<file path="src/smrd_pkg.sv">
// smrd_pkg: shared types, constants and gain table of the stereo reflection delay core
// depends on nothing; imported by the register block, the tap accumulator and the top level

package smrd_pkg;

  // configuration register map
  localparam int PADDR_W  = 5;
  localparam int PDATA_W  = 32;
  localparam int DELAY_W  = 10;
  localparam int CFG_TAPS = 5;
  localparam int MAX_TAPS = 8;
  localparam int TAP_IDX_W = 3;
  localparam int GAIN_W   = 16;
  localparam int FRAC_W   = 15;

  localparam logic [2:0] REG_ENABLE      = 3'd0;
  localparam logic [2:0] REG_DELAY_ONE   = 3'd1;
  localparam logic [2:0] REG_DELAY_TWO   = 3'd2;
  localparam logic [2:0] REG_DELAY_THREE = 3'd3;
  localparam logic [2:0] REG_DELAY_FOUR  = 3'd4;
  localparam logic [2:0] REG_DELAY_FIVE  = 3'd5;

  localparam logic [DELAY_W-1:0] DELAY_ONE_RST   = 10'd57;
  localparam logic [DELAY_W-1:0] DELAY_TWO_RST   = 10'd100;
  localparam logic [DELAY_W-1:0] DELAY_THREE_RST = 10'd144;
  localparam logic [DELAY_W-1:0] DELAY_FOUR_RST  = 10'd206;
  localparam logic [DELAY_W-1:0] DELAY_FIVE_RST  = 10'd264;

  // live configuration seen by the datapath
  typedef struct packed {
    logic                              enable;
    logic [CFG_TAPS-1:0][DELAY_W-1:0]  delay;
  } cfg_t;

  // control for one tap accumulator
  typedef struct packed {
    logic                 clear;
    logic                 vld;
    logic [TAP_IDX_W-1:0] tap;
  } mac_ctrl_t;

  // q1.15 tap gains, taps past the fifth carry no weight
  function automatic logic [GAIN_W-1:0] tap_gain(input logic [TAP_IDX_W-1:0] t);
    logic [GAIN_W-1:0] g;
    case (t)
      3'd0:    g = 16'd11469;
      3'd1:    g = 16'd8192;
      3'd2:    g = 16'd5898;
      3'd3:    g = 16'd3932;
      3'd4:    g = 16'd2621;
      default: g = 16'd0;
    endcase
    return g;
  endfunction

endpackage

</file>
<file path="src/smrd_regs.sv">
// smrd_regs: apb register block holding the enable bit and the five tap delays
// depends on smrd_pkg

module smrd_regs
  import smrd_pkg::*;
(
  input  logic               clk,
  input  logic               rst,
  input  logic               psel,
  input  logic               penable,
  input  logic               pwrite,
  input  logic [PADDR_W-1:0] paddr,
  input  logic [PDATA_W-1:0] pwdata,
  output logic [PDATA_W-1:0] prdata,
  output logic               pready,
  output cfg_t               cfg
);

  logic       wr;
  logic [2:0] idx;

  assign pready = 1'b1;
  assign wr     = psel && penable && pwrite;
  assign idx    = paddr[4:2];

  // register writes, unknown indexes ignored
  always_ff @(posedge clk) begin
    if (rst) begin
      cfg.enable   <= 1'b0;
      cfg.delay[0] <= DELAY_ONE_RST;
      cfg.delay[1] <= DELAY_TWO_RST;
      cfg.delay[2] <= DELAY_THREE_RST;
      cfg.delay[3] <= DELAY_FOUR_RST;
      cfg.delay[4] <= DELAY_FIVE_RST;
    end else if (wr) begin
      case (idx)
        REG_ENABLE:      cfg.enable   <= pwdata[0];
        REG_DELAY_ONE:   cfg.delay[0] <= pwdata[DELAY_W-1:0];
        REG_DELAY_TWO:   cfg.delay[1] <= pwdata[DELAY_W-1:0];
        REG_DELAY_THREE: cfg.delay[2] <= pwdata[DELAY_W-1:0];
        REG_DELAY_FOUR:  cfg.delay[3] <= pwdata[DELAY_W-1:0];
        REG_DELAY_FIVE:  cfg.delay[4] <= pwdata[DELAY_W-1:0];
        default: ;
      endcase
    end
  end

  // read mux
  always_comb begin
    case (idx)
      REG_ENABLE:      prdata = {{(PDATA_W-1){1'b0}}, cfg.enable};
      REG_DELAY_ONE:   prdata = {{(PDATA_W-DELAY_W){1'b0}}, cfg.delay[0]};
      REG_DELAY_TWO:   prdata = {{(PDATA_W-DELAY_W){1'b0}}, cfg.delay[1]};
      REG_DELAY_THREE: prdata = {{(PDATA_W-DELAY_W){1'b0}}, cfg.delay[2]};
      REG_DELAY_FOUR:  prdata = {{(PDATA_W-DELAY_W){1'b0}}, cfg.delay[3]};
      REG_DELAY_FIVE:  prdata = {{(PDATA_W-DELAY_W){1'b0}}, cfg.delay[4]};
      default:         prdata = '0;
    endcase
  end

endmodule

</file>
<file path="config.mk">
export PLATFORM = sky130hd
export DESIGN_NAME = smrd_regs
export DESIGN_NICKNAME = d
export VERILOG_FILES = /design/src/smrd_pkg.sv /design/src/smrd_regs.sv
export SDC_FILE = /design/constraint.sdc
export NUM_CORES = 1
export LEC_CHECK = 0
export ABC_CLOCK_PERIOD_IN_PS = 1520
export BUFFER_PORTS_ARGS = -buffer_cell sky130_fd_sc_hd__buf_2
export CORE_MARGIN = 5
export CORE_UTILIZATION = 42
export DETAILED_ROUTE_END_ITERATION = 8
export PLACE_DENSITY = 0.73
export RECOVER_POWER = 50
export REMOVE_ABC_BUFFERS = 1
export SLEW_MARGIN = 20
export SYNTH_ARGS = -nofsm -noshare
export SYNTH_HDL_FRONTEND = slang
export SYNTH_SLANG_ARGS = --single-unit
</file>
<file path="constraint.sdc">
create_clock -name clk -period 1.52 [get_ports clk]
set_input_delay 0.076 -clock clk [delete_from_list [all_inputs] [get_ports clk]]
set_output_delay 0.076 -clock clk [all_outputs]
set_load 0.01 [all_outputs]
</file>
==> results.md <==
* GR Util met3 at approximately 3.8%
* Htree depth at 2
* Synth top area share at approximately 38%
* Buffers added on ports at 78
* Die width at 90.05 um
* Leakage at about 0.0014 uW
* Initial Util at between 40% and 50%
* Post-synthesis sequential area ratio at a little under two fifths
* Avg Synthesized Cell Area at 8.682 sq um
* Post-synthesis mux area share at 15.71%
* Sum Neg Setup Slack at 0 ps
* Synth-to-layout area growth at 15.48%
* Global-route wire length before repair at 11850 um
* Type of origin of the critical path: flip-flop
* Nets at 426
* Clk slew on worst S/H paths at 90 ps
* Post-DP HPWL at between 5000 and 6000 um
* Initial antenna violation count at 0
* Min-Delay Path Class: primary input to flip-flop
* Met2 usage at 29.15%
* Most common cell after layout, fill and taps aside: clkbuf_1
* Average wire per standard cell at 16.03 um
* Delay-heaviest family, CP: simple AND/OR/NAND/NOR gates
* DRC Markers at 0
* Flop2flop setup slack at 720 ps
* DRT Wirelength at 7404 um
* Worst slew pin tran at ~530 ps
* Setup Fix Bufs, Post-CTS at 0
* Grt met1 use at a little under a quarter
* Worst Path Buf+Inv at 1
* Final Cycle Share at between 90% and 100%
* WP data arrival at approximately 1400 ps
* Worst Setup End Kind: output pin
* Finished Cell Area at 0.003108 sq mm
* Core area at 0.006277 sq mm
* CP max stage delay at approximately 460 ps
* Max Freq at 677.9 MHz
* Combinational family with the most area after synthesis: simple AND/OR/NAND/NOR gates
* Grt ovf at 0
* Placer Congestion at slightly below 0.8
* Final Util at approximately 50%
* Antenna violation net count after detailed routing at 0
* Pwr/cell area at 776.7 mW/mm^2
* Slew headroom at 64.75%
* Hold path depth at 3
* Asr flop ratio synth at 0%
* Filler Cell Count at 642
* # diodes at 0
* Num CTS Buffers at 5
* Total GRT Usage at between 15 and 20%
* Final hold viol count at 0
* Largest Register: cfg
* TritonRoute pass-1 iters at 4
* Post-DR vias/cell at 5.110
* Die area at 0.008109 sq mm
* Root Buffer Master: clkbuf_8
* Cells after synthesis at 310
* CP Cell Sequence: or4b_4, o21ai_2, a211o_1, buf_2
* Hold Startpoint: pwdata[8]
* VDD IR max at 0.4370 mV
* Fin. max-slew vios at 0
* Number of synthesized flops with an enable pin at 0
* Reg2reg end: cfg[46]
* Crit path time final at approximately 1500 ps
* Top Ports at 126
* Max FFs per register at 51
* Synth Area in XOR/XNOR at 0%
* CP max-delay cell: or4b_4
* Worst r2r src: cfg[46]
* Synthesized flop and latch total at 51
* Die Height at 90.05 um
* Post-synth top flop: dfxtp_1
* Yosys warning count at 0
* Largest net degree at the start of global routing at 71
* Synth Area in Adders at 0%
* Compound-gate portion of the synthesized area at around 16%
* CTS Buffer Depth at 2
* Hold path endpoint: cfg[48]
* MaxCap Viol Count at 0
* Vias at 2361
* Hold_ws at 40.43 ps
* Post-Syn Area at 0.002691 sq mm
* Clk sinks at 51
* Gr busiest metal: met2
* CTS tree: done
* Multi-input logic area at 0.001460 sq mm
* Biggest regs: cfg: 51 flops
* WP data required at 1440 ps
* Post-Synth Simple-Gate Area at 19.25%
* Std-Cell Rows at 29
* Hold Buf Count CTS at 0
* Critical Path Fanout Max at 3
* CP Class: flip-flop to output pin
* Post-synth cell types at 33
* Setup Viol. Count Final at 0
* Share of cells above drive strength 1 at 14.81%
* Vias in the first global route at roughly 2400
* DRT iter0 DRCs at 167
* Top area cells in the synthesized netlist: dfxtp_1 38%, mux2i_1 15%, o21ai_0 9.3%
* Most frequent cells in the layout: 54 x clkbuf_1, 50 x dfxtp_1, 49 x o21ai_0
* Status: finished clean
* Skew final at 0 ps
* Skew-Pair Late Insertion Delay at about 290 ps
* Cell taking the most area after synthesis: dfxtp_1
* R2R cell count at 3
* Register Area at between 0.001 and 0.0015 sq mm
* Post-DP Area at 0.003085 sq mm
-- cell type report --
type                       count  share of cell area, %
clock buffer                   7                  2.456
clock inverter                 1                 0.1610
multi-input combinational    233                  46.98
sequential                    51                  32.89
tap                           77                  3.100
timing repair buffer          93                  14.41
-- where the power goes --
part	internal (uW)	switching [uW]	total (uW)	leakage (uW)
combinational	111	191	302	0.000907
sequential	1340	7.72	1350	0.000412
clock	325	435	760	0.0000422
total	1780	634	2410	0.00136
-- timing repair --
item,in CTS,in global routing
endpoints found under the setup margin,0,1
hold endpoints to repair,0,0
resized for setup,0,4
-- worst max path at each step --
stage,startpoint,endpoint,slack [ps],cells past startpoint
finish,cfg[50],prdata[0],40,4
global route,cfg[50],prdata[0],-3,4
CTS,cfg[50],prdata[0],40,4
detailed placement,paddr[2],cfg[3],100,4
global placement,paddr[2],cfg[7],120,4
floorplan,pwrite,cfg[1],190,3
-- through the flow --
stage / power [uW] / worst slack (ps) / cells
after floorplan: 1526 / 188.2 / 284
after global placement: 1683 / 116.9 / 454
after detailed placement: 1685 / 95.60 / 454
after CTS: 2428 / 38.32 / 462
after global routing: 2505 / -3.043 / 462
final: 2414 / 44.87 / 462
-- kinds of logic (layout without fill, tap and decap cells) --
group,count (synthesis),after routing
flops,51,51
simple gates,91,91
compound gates,77,77
other cells,2,23
buf+inv,47,101
mux,42,42
-- layer usage --
metal  up-vias  part of all wire, %
met5         -                    0
met4         0                  1.7
met3        11                  5.2
met2        71                   48
met1      1123                   45
li1       1156                    -
-- cells in the mapped netlist (2+ instances only) --
cell type / n
buf_2: 6
o21ai_1: 7
o22ai_1: 8
nor2_1: 30
or2_2: 2
o21ai_0: 50
a21o_1: 6
nor2b_1: 29
buf_4: 24
buf_6: 3
mux2i_1: 40
mux2_2: 2
conb_1: 2
nand2b_4: 2
clkbuf_1: 14
nand2b_1: 18
dfxtp_1: 51
-- worst min-delay path: cells and delay by family --
family / cells / cell delay (ps)
buffers and inverters: 1 / 80
AND/OR/NAND/NOR: 1 / 40
multiplexers: 1 / 100
No activity file was read; power rests on OpenSTA's default activity.
