`src/smrd_pkg.sv`:
```
// smrd_pkg: shared types, constants and gain table of the stereo reflection delay core
// depends on nothing; imported by the register block, the tap accumulator and the top level

package smrd_pkg;

  // configuration register map
  localparam int PADDR_W  = 5;
  localparam int PDATA_W  = 32;
  localparam int DELAY_W  = 10;
  localparam int CFG_TAPS = 5;
  localparam int MAX_TAPS = 8;
  localparam int TAP_IDX_W = 3;
  localparam int GAIN_W   = 16;
  localparam int FRAC_W   = 15;

  localparam logic [2:0] REG_ENABLE      = 3'd0;
  localparam logic [2:0] REG_DELAY_ONE   = 3'd1;
  localparam logic [2:0] REG_DELAY_TWO   = 3'd2;
  localparam logic [2:0] REG_DELAY_THREE = 3'd3;
  localparam logic [2:0] REG_DELAY_FOUR  = 3'd4;
  localparam logic [2:0] REG_DELAY_FIVE  = 3'd5;

  localparam logic [DELAY_W-1:0] DELAY_ONE_RST   = 10'd57;
  localparam logic [DELAY_W-1:0] DELAY_TWO_RST   = 10'd100;
  localparam logic [DELAY_W-1:0] DELAY_THREE_RST = 10'd144;
  localparam logic [DELAY_W-1:0] DELAY_FOUR_RST  = 10'd206;
  localparam logic [DELAY_W-1:0] DELAY_FIVE_RST  = 10'd264;

  // live configuration seen by the datapath
  typedef struct packed {
    logic                              enable;
    logic [CFG_TAPS-1:0][DELAY_W-1:0]  delay;
  } cfg_t;

  // control for one tap accumulator
  typedef struct packed {
    logic                 clear;
    logic                 vld;
    logic [TAP_IDX_W-1:0] tap;
  } mac_ctrl_t;

  // q1.15 tap gains, taps past the fifth carry no weight
  function automatic logic [GAIN_W-1:0] tap_gain(input logic [TAP_IDX_W-1:0] t);
    logic [GAIN_W-1:0] g;
    case (t)
      3'd0:    g = 16'd11469;
      3'd1:    g = 16'd8192;
      3'd2:    g = 16'd5898;
      3'd3:    g = 16'd3932;
      3'd4:    g = 16'd2621;
      default: g = 16'd0;
    endcase
    return g;
  endfunction

endpackage

```
`src/smrd_mac.sv`:
```
// smrd_mac: one channel's tap multiply-accumulate with round and saturate
// depends on smrd_pkg

module smrd_mac
  import smrd_pkg::*;
#(
  parameter int SAMPLE_WIDTH = 24
) (
  input  logic                           clk,
  input  logic                           rst,
  input  mac_ctrl_t                      ctrl,
  input  logic signed [SAMPLE_WIDTH-1:0] sample,
  output logic                           busy,
  output logic signed [SAMPLE_WIDTH-1:0] result
);

  localparam int PROD_W = SAMPLE_WIDTH + GAIN_W + 1;
  localparam int ACC_W  = PROD_W + 3;
  localparam int Q_W    = ACC_W + 1 - FRAC_W;

  logic signed [PROD_W-1:0] prod;
  logic                     prod_vld;
  logic signed [ACC_W-1:0]  acc;
  logic signed [ACC_W:0]    rnd;
  logic signed [Q_W-1:0]    q;
  logic                     q_fits;

  assign busy = prod_vld;

  // product stage
  always_ff @(posedge clk) begin
    if (rst) begin
      prod_vld <= 1'b0;
    end else begin
      prod_vld <= ctrl.vld;
    end
    prod <= sample * $signed({1'b0, tap_gain(ctrl.tap)});
  end

  // accumulate stage
  always_ff @(posedge clk) begin
    if (ctrl.clear) begin
      acc <= '0;
    end else if (prod_vld) begin
      acc <= acc + {{(ACC_W-PROD_W){prod[PROD_W-1]}}, prod};
    end
  end

  // round half up then saturate
  assign rnd    = {acc[ACC_W-1], acc} + (ACC_W+1)'(1 << (FRAC_W-1));
  assign q      = rnd[ACC_W:FRAC_W];
  assign q_fits = (q[Q_W-1:SAMPLE_WIDTH-1] == '0) || (q[Q_W-1:SAMPLE_WIDTH-1] == '1);

  always_comb begin
    if (q_fits) begin
      result = q[SAMPLE_WIDTH-1:0];
    end else if (q[Q_W-1]) begin
      result = {1'b1, {(SAMPLE_WIDTH-1){1'b0}}};
    end else begin
      result = {1'b0, {(SAMPLE_WIDTH-1){1'b1}}};
    end
  end

endmodule

```
`config.mk`:
```
export PLATFORM = sky130hd
export DESIGN_NAME = smrd_mac
export DESIGN_NICKNAME = d
export VERILOG_FILES = /design/src/smrd_pkg.sv /design/src/smrd_mac.sv
export SDC_FILE = /design/constraint.sdc
export NUM_CORES = 1
export LEC_CHECK = 0
export BUFFER_PORTS_ARGS = -buffer_cell sky130_fd_sc_hd__buf_2
export CORE_ASPECT_RATIO = 1.1
export CORE_MARGIN = 3
export CORE_UTILIZATION = 60
export CTS_CLUSTER_DIAMETER = 80
export DETAILED_ROUTE_END_ITERATION = 6
export GPL_TIMING_DRIVEN = 0
export PLACE_DENSITY_LB_ADDON = 0.25
export SYNTH_ARGS = -nofsm -noshare
export SYNTH_HDL_FRONTEND = slang
export SYNTH_SLANG_ARGS = --single-unit
```
`constraint.sdc`:
```
create_clock -name clk -period 10 [get_ports clk]
set_input_delay 1 -clock clk [delete_from_list [all_inputs] [get_ports clk]]
set_output_delay 1 -clock clk [all_outputs]
set_load 0.02 [all_outputs]
```
==> results.md, run 1 <==
- Hold buffers post-CTS: 0
- Comb pwr share: 0.837
- Synth Area in Adders: 0.4592
- Final Util: 0.6491
- Io pins: 56
- Largest family of logic cells by synthesized area: adder cells
- Clk_lat worst skew: between 300 and 400 ps
- Number of max-cap violations: 0
- Static Leak: about 9.1 nW
- Nets: between 2000 and 3000
- Register bit total from synthesis: 84
- Cts bufs inserted: 9
- Root Buffer: clkbuf_16
- Worst Max-Slew Pin Slew: ~900 ps
- Synth Area in Simple Gates: 0.1641
- Commonest non-fill, non-tap cell in the layout: inv_1
- DRT antenna net count: 0
- Ratio of cells with drive above 1 in the final layout: 0.04813
- Post-synthesis cell type count: around 80
- Final slew viol count: 0
- Mux contribution to synthesized area: 0.01503
- Cell family with most CP delay: adder cells
- Synth Area in Compound Gates: 0.1214
- Switching power: a little over 0.003 W
- Final cycle utilization of the critical path: 0.8918
- Full die area: a little over 30000 sq um
- Layout overhead on the synthesized area: 5.392%
- Clk network pwr share: 0.056
- Non-Filler Instances: roughly 2400
- DRC: 0
- Clk slew on worst S/H paths: around 60 ps
- Final wirelength: around 44000 um
- RSZ-0062 raised after global routing: no
- WP data required: about 10000 ps
- Largest net degree at the start of global routing: 13
- Vias in the first global route: between 10000 and 15000
- Max H-tree Level: 3
- CP startpoint kind: primary input
- Minimum period implied by the final worst setup slack: between 8000 and 9000 ps
- Placed insts: 2384
- Most frequent cells in the layout: 383 x inv_1, 314 x fa_1, 228 x nand2_1, 133 x ha_1, 85 x and2_1
- Overflow after GRT: 0
- CP Capture Type: flop
- DRT Pass-1 Iters: 5
- Port buffer count: 38
- Register area share after synthesis: 0.09714
- Post-Synth XOR/XNOR Area: 0.04300
- Final Hold Vio Count: 0
- Initial antenna violation count: 0
- Crit path arrival time: between 9000 and 10000 ps
- Final setup viols: 0
- Clk_skew: slightly below 10 ps
- Clock buffer depth: 2
- HPWL Detailed: roughly 38000 um
- Mapped cell area: between 15000 and 20000 sq um
- Finished Cell Area: 18250 sq um
- Global-route wire length before repair: between 70000 and 80000 um
- Gr usage total: 0.2963
- Row count: 64
- Peak per-stage delay on the critical path: just over 600 ps
- Setup TNS: 0 ps
- Worst slew margin: 0.3831
- GP Congestion: slightly below 1
- Mean post-synth cell area: roughly 8.7 sq um
- Routed WL per cell: 18.44 um
- Reg power frac: 0.107
- CORE AREA: around 28000 sq um
- CP dominant cell by count: fa_1
- N_diodes: 0
- Placed cell areas: about 18000 sq um
- Max Freq: about 0.11 GHz
- Hold WC Path Type: reg2reg
- Switch share: 0.5381
- Outcome: finished, final reports clean
- Number of synthesized flops with an enable pin: 0
- CTS sink count: 84
- Critical path's slowest cell: a21oi_1
- Main synth FF type: dfxtp_1
- CTS tree: built
- Internal Dissipation: about 0.0026 W
- Die Y-Extent: 184.2 um
- WS Path Type: in2reg
- Buf/Inv on CP: 6
- YS warnings: 0
- Worst Path Max Fanout: 10
- Gate Count Post-Synth: 1983
- Flop2flop setup slack: 6680 ps
- DR iter-0 viols: 1067
- Initial Utilization: 0.6159
- Via count: about 14000
- Via-to-Cell Ratio: between 5 and 6
- Ys async rst share: 0
- Setup bufs post-CTS: 0
- Final hold slack: 469.8 ps
- Power Density: about 310 nW/um^2
- Die Wd: 168.0 um
- Post-Syn Nets: 2461
- Post-CTS sizing: 0
- Max IR drop VDD: a little under 0.3 mV
synth_stat cells, types with 6 or more instances:
cell type	instances	area, sq um
nand2_1	228	855.8
and2_1	85	531.8
clkbuf_1	71	266.5
mux2i_1	26	260.3
o21bai_1	13	97.59
xor2_1	29	254.0
a211oi_1	10	75.07
nor2b_1	17	106.4
o21ai_1	9	45.04
and3_1	14	87.58
nor3b_1	9	67.56
nand4_1	14	87.58
fa_1	314	6286
or2_2	12	75.07
nand3_1	34	170.2
nor2_1	80	300.3
o21a_1	12	90.09
xnor2_1	56	490.5
a21oi_1	78	390.4
nand2b_1	37	231.5
ha_1	133	1664
o21ai_0	46	230.2
dfxtp_1	84	1682
o31ai_1	6	45.04
nor3_1	12	60.06
a21o_1	35	262.8
inv_1	383	1438
a31oi_1	36	225.2
kinds of logic (layout without fill, tap and decap cells):
| kind of cell | Yosys count | after routing |
|---|---|---|
| simple gates | 576 | 576 |
| buf+inv | 460 | 513 |
| fa+ha+maj | 447 | 447 |
| compound gates | 305 | 305 |
| xor+xnor | 85 | 85 |
| flops | 84 | 84 |
| mux | 26 | 26 |
metal layers:
| layer | track usage | share of wire |
|---|---|---|
| met1 | 0.3908 | 0.41 |
| met3 | 0.03947 | 0.075 |
| met2 | 0.4927 | 0.47 |
| met5 | 0 | 0 |
| met4 | 0.1339 | 0.047 |
power groups by stage:
stage | Combinational [W] | Clock (W) | Sequential [W]
CTS | 0.00480 | 0.000328 | 0.000610
finish | 0.00480 | 0.000324 | 0.000613
floorplan | 0.00369 | 0 | 0.000575
global placement | 0.00462 | 0 | 0.000614
global route | 0.00544 | 0.000341 | 0.000627
detailed placement | 0.00476 | 0 | 0.000616
sequential cells by signal, indices dropped and copies added (netlist names):
register and flops:
acc 44, prod 39, busy 1
area by class of cell:
type	count	area, sq um
Clock buffer	14	284.0
Inverter	383	1438
Multi-Input combinational cell	1439	13900
Tap cell	363	454.2
Clock inverter	1	5.005
Sequential cell	84	1682
Fill cell	2401	9862
Buffer	77	294.0
Timing Repair Buffer	38	190.2
worst min-delay path: stages (launching register included):
cell	delay, ps
dfxtp_1	320
nand2_1	60
a21oi_1	50
per-stage QoR:
step                      total power [W]  setup slack (ps)
after floorplan                  0.004268              2464
after global placement           0.005233             901.6
after detailed placement         0.005379             889.2
after CTS                        0.005734              1195
after global routing             0.006411             852.3
final                            0.005737              1082
path summary, 6_finish.rpt:
| kind | from | endpoint | cells after the start |
|---|---|---|---|
| worst max-delay path | ctrl[0] | prod[37] | 26 |
| worst min-delay path | acc[4] | acc[4] | 2 |
| worst max register to register | acc[0] | acc[42] | 13 |
| worst min register to register | acc[4] | acc[4] | 2 |
(Power assumes the default switching activity.)
==> run 2, diff against run 1 <==
CORE_MARGIN = 5   (was 3)
CORE_UTILIZATION = 50   (was 60)
==> results.md, run 2 (same netlist as run 1, synthesis figures left out) <==
- Post-CTS sizing: 0 (unchanged)
- Die Y-Extent: 205.2 um (+11%)
- CORE AREA: 34200 sq um (+22%)
- Ratio of cells with drive above 1 in the final layout: 0.04813 (unchanged)
- Die Wd: 187.4 um (+12%)
- Routed WL per cell: 17.90 um (-2.9%)
- RSZ-0062 raised after global routing: no
- Final setup viols: 0 (unchanged)
- Power Density: 311.4 nW/um^2 (-0.95%)
- Clock buffer depth: 2 (unchanged)
- Pre-CTS worst setup slack: 837.7 ps (-51.54 ps)
- Final Hold Vio Count: 0 (unchanged)
- Row count: 71 (+11%)
- Initial antenna violation count: 0 (unchanged)
- Minimum period implied by the final worst setup slack: 8886 ps (-31.86 ps)
- DR iter-0 viols: 969 (-9.2%)
- Cts bufs inserted: 9 (unchanged)
- DRC: 0 (unchanged)
- GP Congestion: 0.9658 (+0.11%)
- Static Leak: 9.096 nW (+0.12%)
- Clk_lat worst skew: 350 ps (about the same)
- N_diodes: 0 (unchanged)
- Global-route wire length before repair: 73480 um (+0.48%)
- Largest register FFs: 44 (unchanged)
- Vias in the first global route: 14250 (-1.2%)
- Clk_skew: 7.565 ps (-2.280 ps)
- Setup bufs post-CTS: 0 (unchanged)
- HPWL Detailed: 38030 um (+0.50%)
- Clk slew on worst S/H paths: 60 ps (about the same)
- Final Total Pwr: 0.005720 W (-0.29%)
- Final cycle utilization of the critical path: 0.8886 (-0.003186)
- Worst Path Max Fanout: 10 (unchanged)
- Worst slew margin: 0.2958 (-0.08732)
- WS Path Type: in2reg
- Max IR drop VDD: 0.1682 mV (-42%)
- Overflow after GRT: 0 (unchanged)
- Most frequent cells in the layout: 383 x inv_1, 314 x fa_1, 228 x nand2_1, 133 x ha_1, 85 x and2_1
- CP startpoint kind: primary input
- Hold buffers post-CTS: 0 (unchanged)
- Nets: 2510 (unchanged)
- Biggest register: acc
- # fillers: 3187 (+33%)
- Crit path arrival time: 9160 ps (-30 ps)
- Worst setup margin: 1114 ps (+31.86 ps)
- Io pins: 56 (unchanged)
- CTS sink count: 84 (unchanged)
- Commonest non-fill, non-tap cell in the layout: inv_1
- Gr usage total: 0.2388 (-0.05746)
- Number of max-cap violations: 0 (unchanged)
- Worst Max-Slew Pin Slew: 1056 ps (+131.0 ps)
- CP Capture Type: flop
- Max Freq: 0.1125 GHz (+0.36%)
- Outcome: finished, final reports clean
- Port buffer count: 38 (unchanged)
- Via-to-Cell Ratio: 5.474 (-4.9%)
- Multi-input logic area: 13900 sq um (unchanged)
- Layout overhead on the synthesized area: 6.093%
- Register area: 1682 sq um (unchanged)
- Via count: 13540 (-1.9%)
- Setup TNS: 0 ps (unchanged)
- Initial Utilization: 0.5062 (-0.1098)
- Max H-tree Level: 3 (unchanged)
- Non-Filler Instances: 2474 (+3.1%)
- Final wirelength: 44290 um (about the same)
- Final slew viol count: 0 (unchanged)
- Placed insts: 2459 (+3.1%)
- WP data required: 10280 ps (about the same)
- DRT antenna net count: 0 (unchanged)
- Hold WC Path Type: reg2reg
- CTS tree: built
- DRT Pass-1 Iters: 6 (+1)
- Root Buffer: clkbuf_16
- Largest net degree at the start of global routing: 14 (+1)
- Full die area: 38450 sq um (+24%)
[run 2: changes by cell type in the layout (fill, tap and decap cells not counted), sizes merged]
| cell | change |
|---|---|
| clkinv | +1 |
| bufinv | +2 |
| clkbuf | -3 |
[run 2: cell type report]
type	instances	area share
Multi-Input combinational cell	1439	0.7567
Sequential cell	84	0.09156
Inverter	383	0.07828
Tap cell	438	0.02984
Buffer	77	0.01601
Clock buffer	11	0.01322
Timing Repair Buffer	38	0.01035
Clock inverter	4	0.004019
[run 2: through the flow]
stage	util	hold WS (ps)	area (sq um)
2_1_floorplan	-	444.7	17310
3_3_place_gp	0.5277	470.9	18050
3_5_place_dp	0.5277	487.7	18050
4_1_cts	0.5370	498.1	18370
5_1_grt	0.5370	506.1	18370
6_report	0.5370	499.0	18370
[run 2: power by group]
part	total [W]	switching [W]	internal, W
Combinational	0.00476	0.00282	0.00194
Clock	0.000351	0.000127	0.000224
Sequential	0.000608	0.000104	0.000504
[run 2: metal layers]
metal / global-route usage / share of wire / vias to the layer above
li1: - / - / 6400
met1: 0.3174 / 0.43 / 6597
met2: 0.4032 / 0.47 / 461
met3: 0.03766 / 0.069 / 85
met4: 0.07866 / 0.031 / 0
met5: 0 / 0 / -
[run 2: worst paths after layout]
check / startpoint / slack, ps / end / depth (start not counted)
max: ctrl[0] / 1110 / prod[37] / 25
min: acc[5] / 500 / acc[5] / 2
max reg2reg: acc[0] / 6660 / acc[42] / 13
min reg2reg: acc[5] / 500 / acc[5] / 2
[run 2: critical path, stage by stage]
cell and delay [ps]:
buf_2 110, clkbuf_1 320, a21oi_1 920, clkbuf_1 620, nand2_1 190, fa_1 540
inv_1 60, fa_1 480, fa_1 460, fa_1 490, fa_1 500, inv_1 50
fa_1 530, inv_1 60, ha_1 350, a21o_1 220, a21oi_1 310, o21ba_2 210
o21ai_0 90, a221oi_1 480, nand3b_1 210, a311o_1 370, a31o_1 260, a31oi_1 190
xnor2_1 130
==> run 3, diff against run 2 <==
CTS_BUF_LIST = sky130_fd_sc_hd__clkbuf_8   (was unset)
==> results.md, run 3 (same netlist as run 1, synthesis figures left out) <==
- RSZ-0062 raised after global routing: no
- Final cycle utilization of the critical path: 0.8886 (about the same)
- Clk_lat worst skew: 360 ps (about the same)
- Setup bufs post-CTS: 0 (unchanged)
- Worst Max-Slew Pin Slew: 1085 ps (+28.85 ps)
- Clk_skew: 12.46 ps (+4.891 ps)
- DRC: 0 (unchanged)
- Peak per-stage delay on the critical path: 580 ps (-340 ps)
- Max H-tree Level: 3 (unchanged)
- Cell family with most CP delay: adder cells
- N_diodes: 0 (unchanged)
- Initial antenna violation count: 0 (unchanged)
- GP Congestion: 0.9658 (unchanged)
- Worst Path Max Fanout: 10 (unchanged)
- Via-to-Cell Ratio: 5.453 (-0.38%)
- Die Wd: 187.4 um (unchanged)
- Worst slew margin: 0.2765 (-0.01923)
- Global-route wire length before repair: 73290 um (-0.25%)
- Vias in the first global route: 14200 (-0.39%)
- Die Y-Extent: 205.2 um (unchanged)
- Most frequent cells in the layout: 384 x inv_1, 314 x fa_1, 228 x nand2_1, 133 x ha_1, 85 x and2_1
- Layout overhead on the synthesized area: 5.507%
- Ratio of cells with drive above 1 in the final layout: 0.04813 (unchanged)
- Critical path's slowest cell: a21oi_1
- Final wirelength: 44120 um (-0.39%)
- Io pins: 56 (unchanged)
- Root Buffer: clkbuf_8
- Hold path depth: 2 (unchanged)
- Setup TNS: 0 ps (unchanged)
- DR iter-0 viols: 979 (+1.0%)
- WP data required: 10290 ps (about the same)
- Flop2flop setup slack: 6660 ps (about the same)
- Hold Crit Start: acc[4]
- CP startpoint kind: primary input
- CORE AREA: 34200 sq um (unchanged)
- Via count: 13490 (-0.38%)
- Outcome: finished, final reports clean
- Minimum period implied by the final worst setup slack: 8886 ps (+0.7300 ps)
- Routed WL per cell: 17.83 um (-0.39%)
- Cts bufs inserted: 9 (unchanged)
- Largest net degree at the start of global routing: 14 (unchanged)
- Commonest non-fill, non-tap cell in the layout: inv_1
- CP Capture Type: flop
- Static Leak: 9.054 nW (-0.46%)
- Reg2reg end: acc[42]
- Final Hold Vio Count: 0 (unchanged)
- Post-CTS sizing: 0 (unchanged)
- Hold WC Path Type: reg2reg
- Buf/Inv on CP: 6 (unchanged)
- Reg2Reg Depth: 13 (unchanged)
- Number of max-cap violations: 0 (unchanged)
- Max IR drop VDD: 0.1682 mV (about the same)
- Max Freq: 0.1125 GHz (about the same)
- # fillers: 3191 (+0.13%)
- Crit path arrival time: 9180 ps (+20 ps)
- Row count: 71 (unchanged)
- Clock buffer depth: 2 (unchanged)
- Hold buffers post-CTS: 0 (unchanged)
- Largest register FFs: 44 (unchanged)
- WS Path Type: in2reg
- Gr usage total: 0.2382 (-0.0006051)
- Overflow after GRT: 0 (unchanged)
- CP dominant cell by count: fa_1
- Clk slew on worst S/H paths: 80 ps (+20 ps)
- CTS tree: built
- HPWL Detailed: 38030 um (unchanged)
- DRT antenna net count: 0 (unchanged)
- Final setup viols: 0 (unchanged)
- DRT Pass-1 Iters: 5 (-1)
- Final Util: 0.5340 (-0.002963)
- Full die area: 38450 sq um (unchanged)
- CTS sink count: 84 (unchanged)
- Biggest register: acc
- Nets: 2510 (unchanged)
- Power Density: 308.2 nW/um^2 (-1.0%)
- Port buffer count: 38 (unchanged)
- RR Startpoint: acc[0]
- Initial Utilization: 0.5062 (unchanged)
- Final slew viol count: 0 (unchanged)
- WHS Endpoint: acc[4]
[run 3: power breakdown]
part           switching [W]  internal, W  total, W
clock               0.000117     0.000145  0.000262
sequential          0.000104     0.000504  0.000608
combinational        0.00282      0.00194   0.00476
[run 3: metrics by stage]
stage	hold slack (ps)	instance area, sq um	cells	worst slack (ps)	power (W)
detailed placement	487.7	18050	2459	837.7	0.005348
finish	499.2	18270	2474	1114	0.005629
global placement	470.9	18050	2459	859.5	0.005255
CTS	501.0	18270	2474	1189	0.005636
floorplan	444.7	17310	1983	2464	0.004268
global route	509.5	18270	2474	749.3	0.006321
[run 3: worst max-delay path by stage]
stage	startpoint	endpoint	slack (ps)	depth (start not counted)
final	ctrl[0]	prod[37]	1110	26
after global routing	ctrl[0]	prod[37]	750	26
after CTS	ctrl[0]	prod[37]	1190	26
after detailed placement	ctrl[0]	prod[37]	840	26
after global placement	ctrl[0]	prod[37]	860	26
after floorplan	ctrl[0]	prod[37]	2460	25
[run 3: routing by layer]
metal	routed length, um	vias to the layer above	global-route usage
met5	0	-	0
met4	1342	0	0.07892
met3	3081	75	0.03545
met2	20580	447	0.4018
met1	19110	6579	0.3181
li1	-	6390	-
[run 3: cell type report]
| class | instances | area [sq um] | area share |
|---|---|---|---|
| inverters | 383 | 1438 | 0.07871 |
| repair buffers | 38 | 190.2 | 0.01041 |
| multi-input cells | 1439 | 13900 | 0.7609 |
| clock buffers | 10 | 137.6 | 0.007535 |
| plain buffers | 77 | 294.0 | 0.01610 |
| well taps | 438 | 548.0 | 0.03000 |
| clock inverters | 5 | 77.57 | 0.004247 |
| flip-flops and latches | 84 | 1682 | 0.09207 |
[run 3: worst reg2reg max path, stage by stage (launching register included)]
cell and delay (ps):
dfxtp_1 330, ha_1 200, inv_1 70, fa_1 400, nor2b_1 130, o21a_1 160
o21ai_2 100, a31oi_4 230, o22a_2 260, a41oi_4 190, o31ai_4 450, a31oi_1 200
or4b_1 490, nand3_1 90
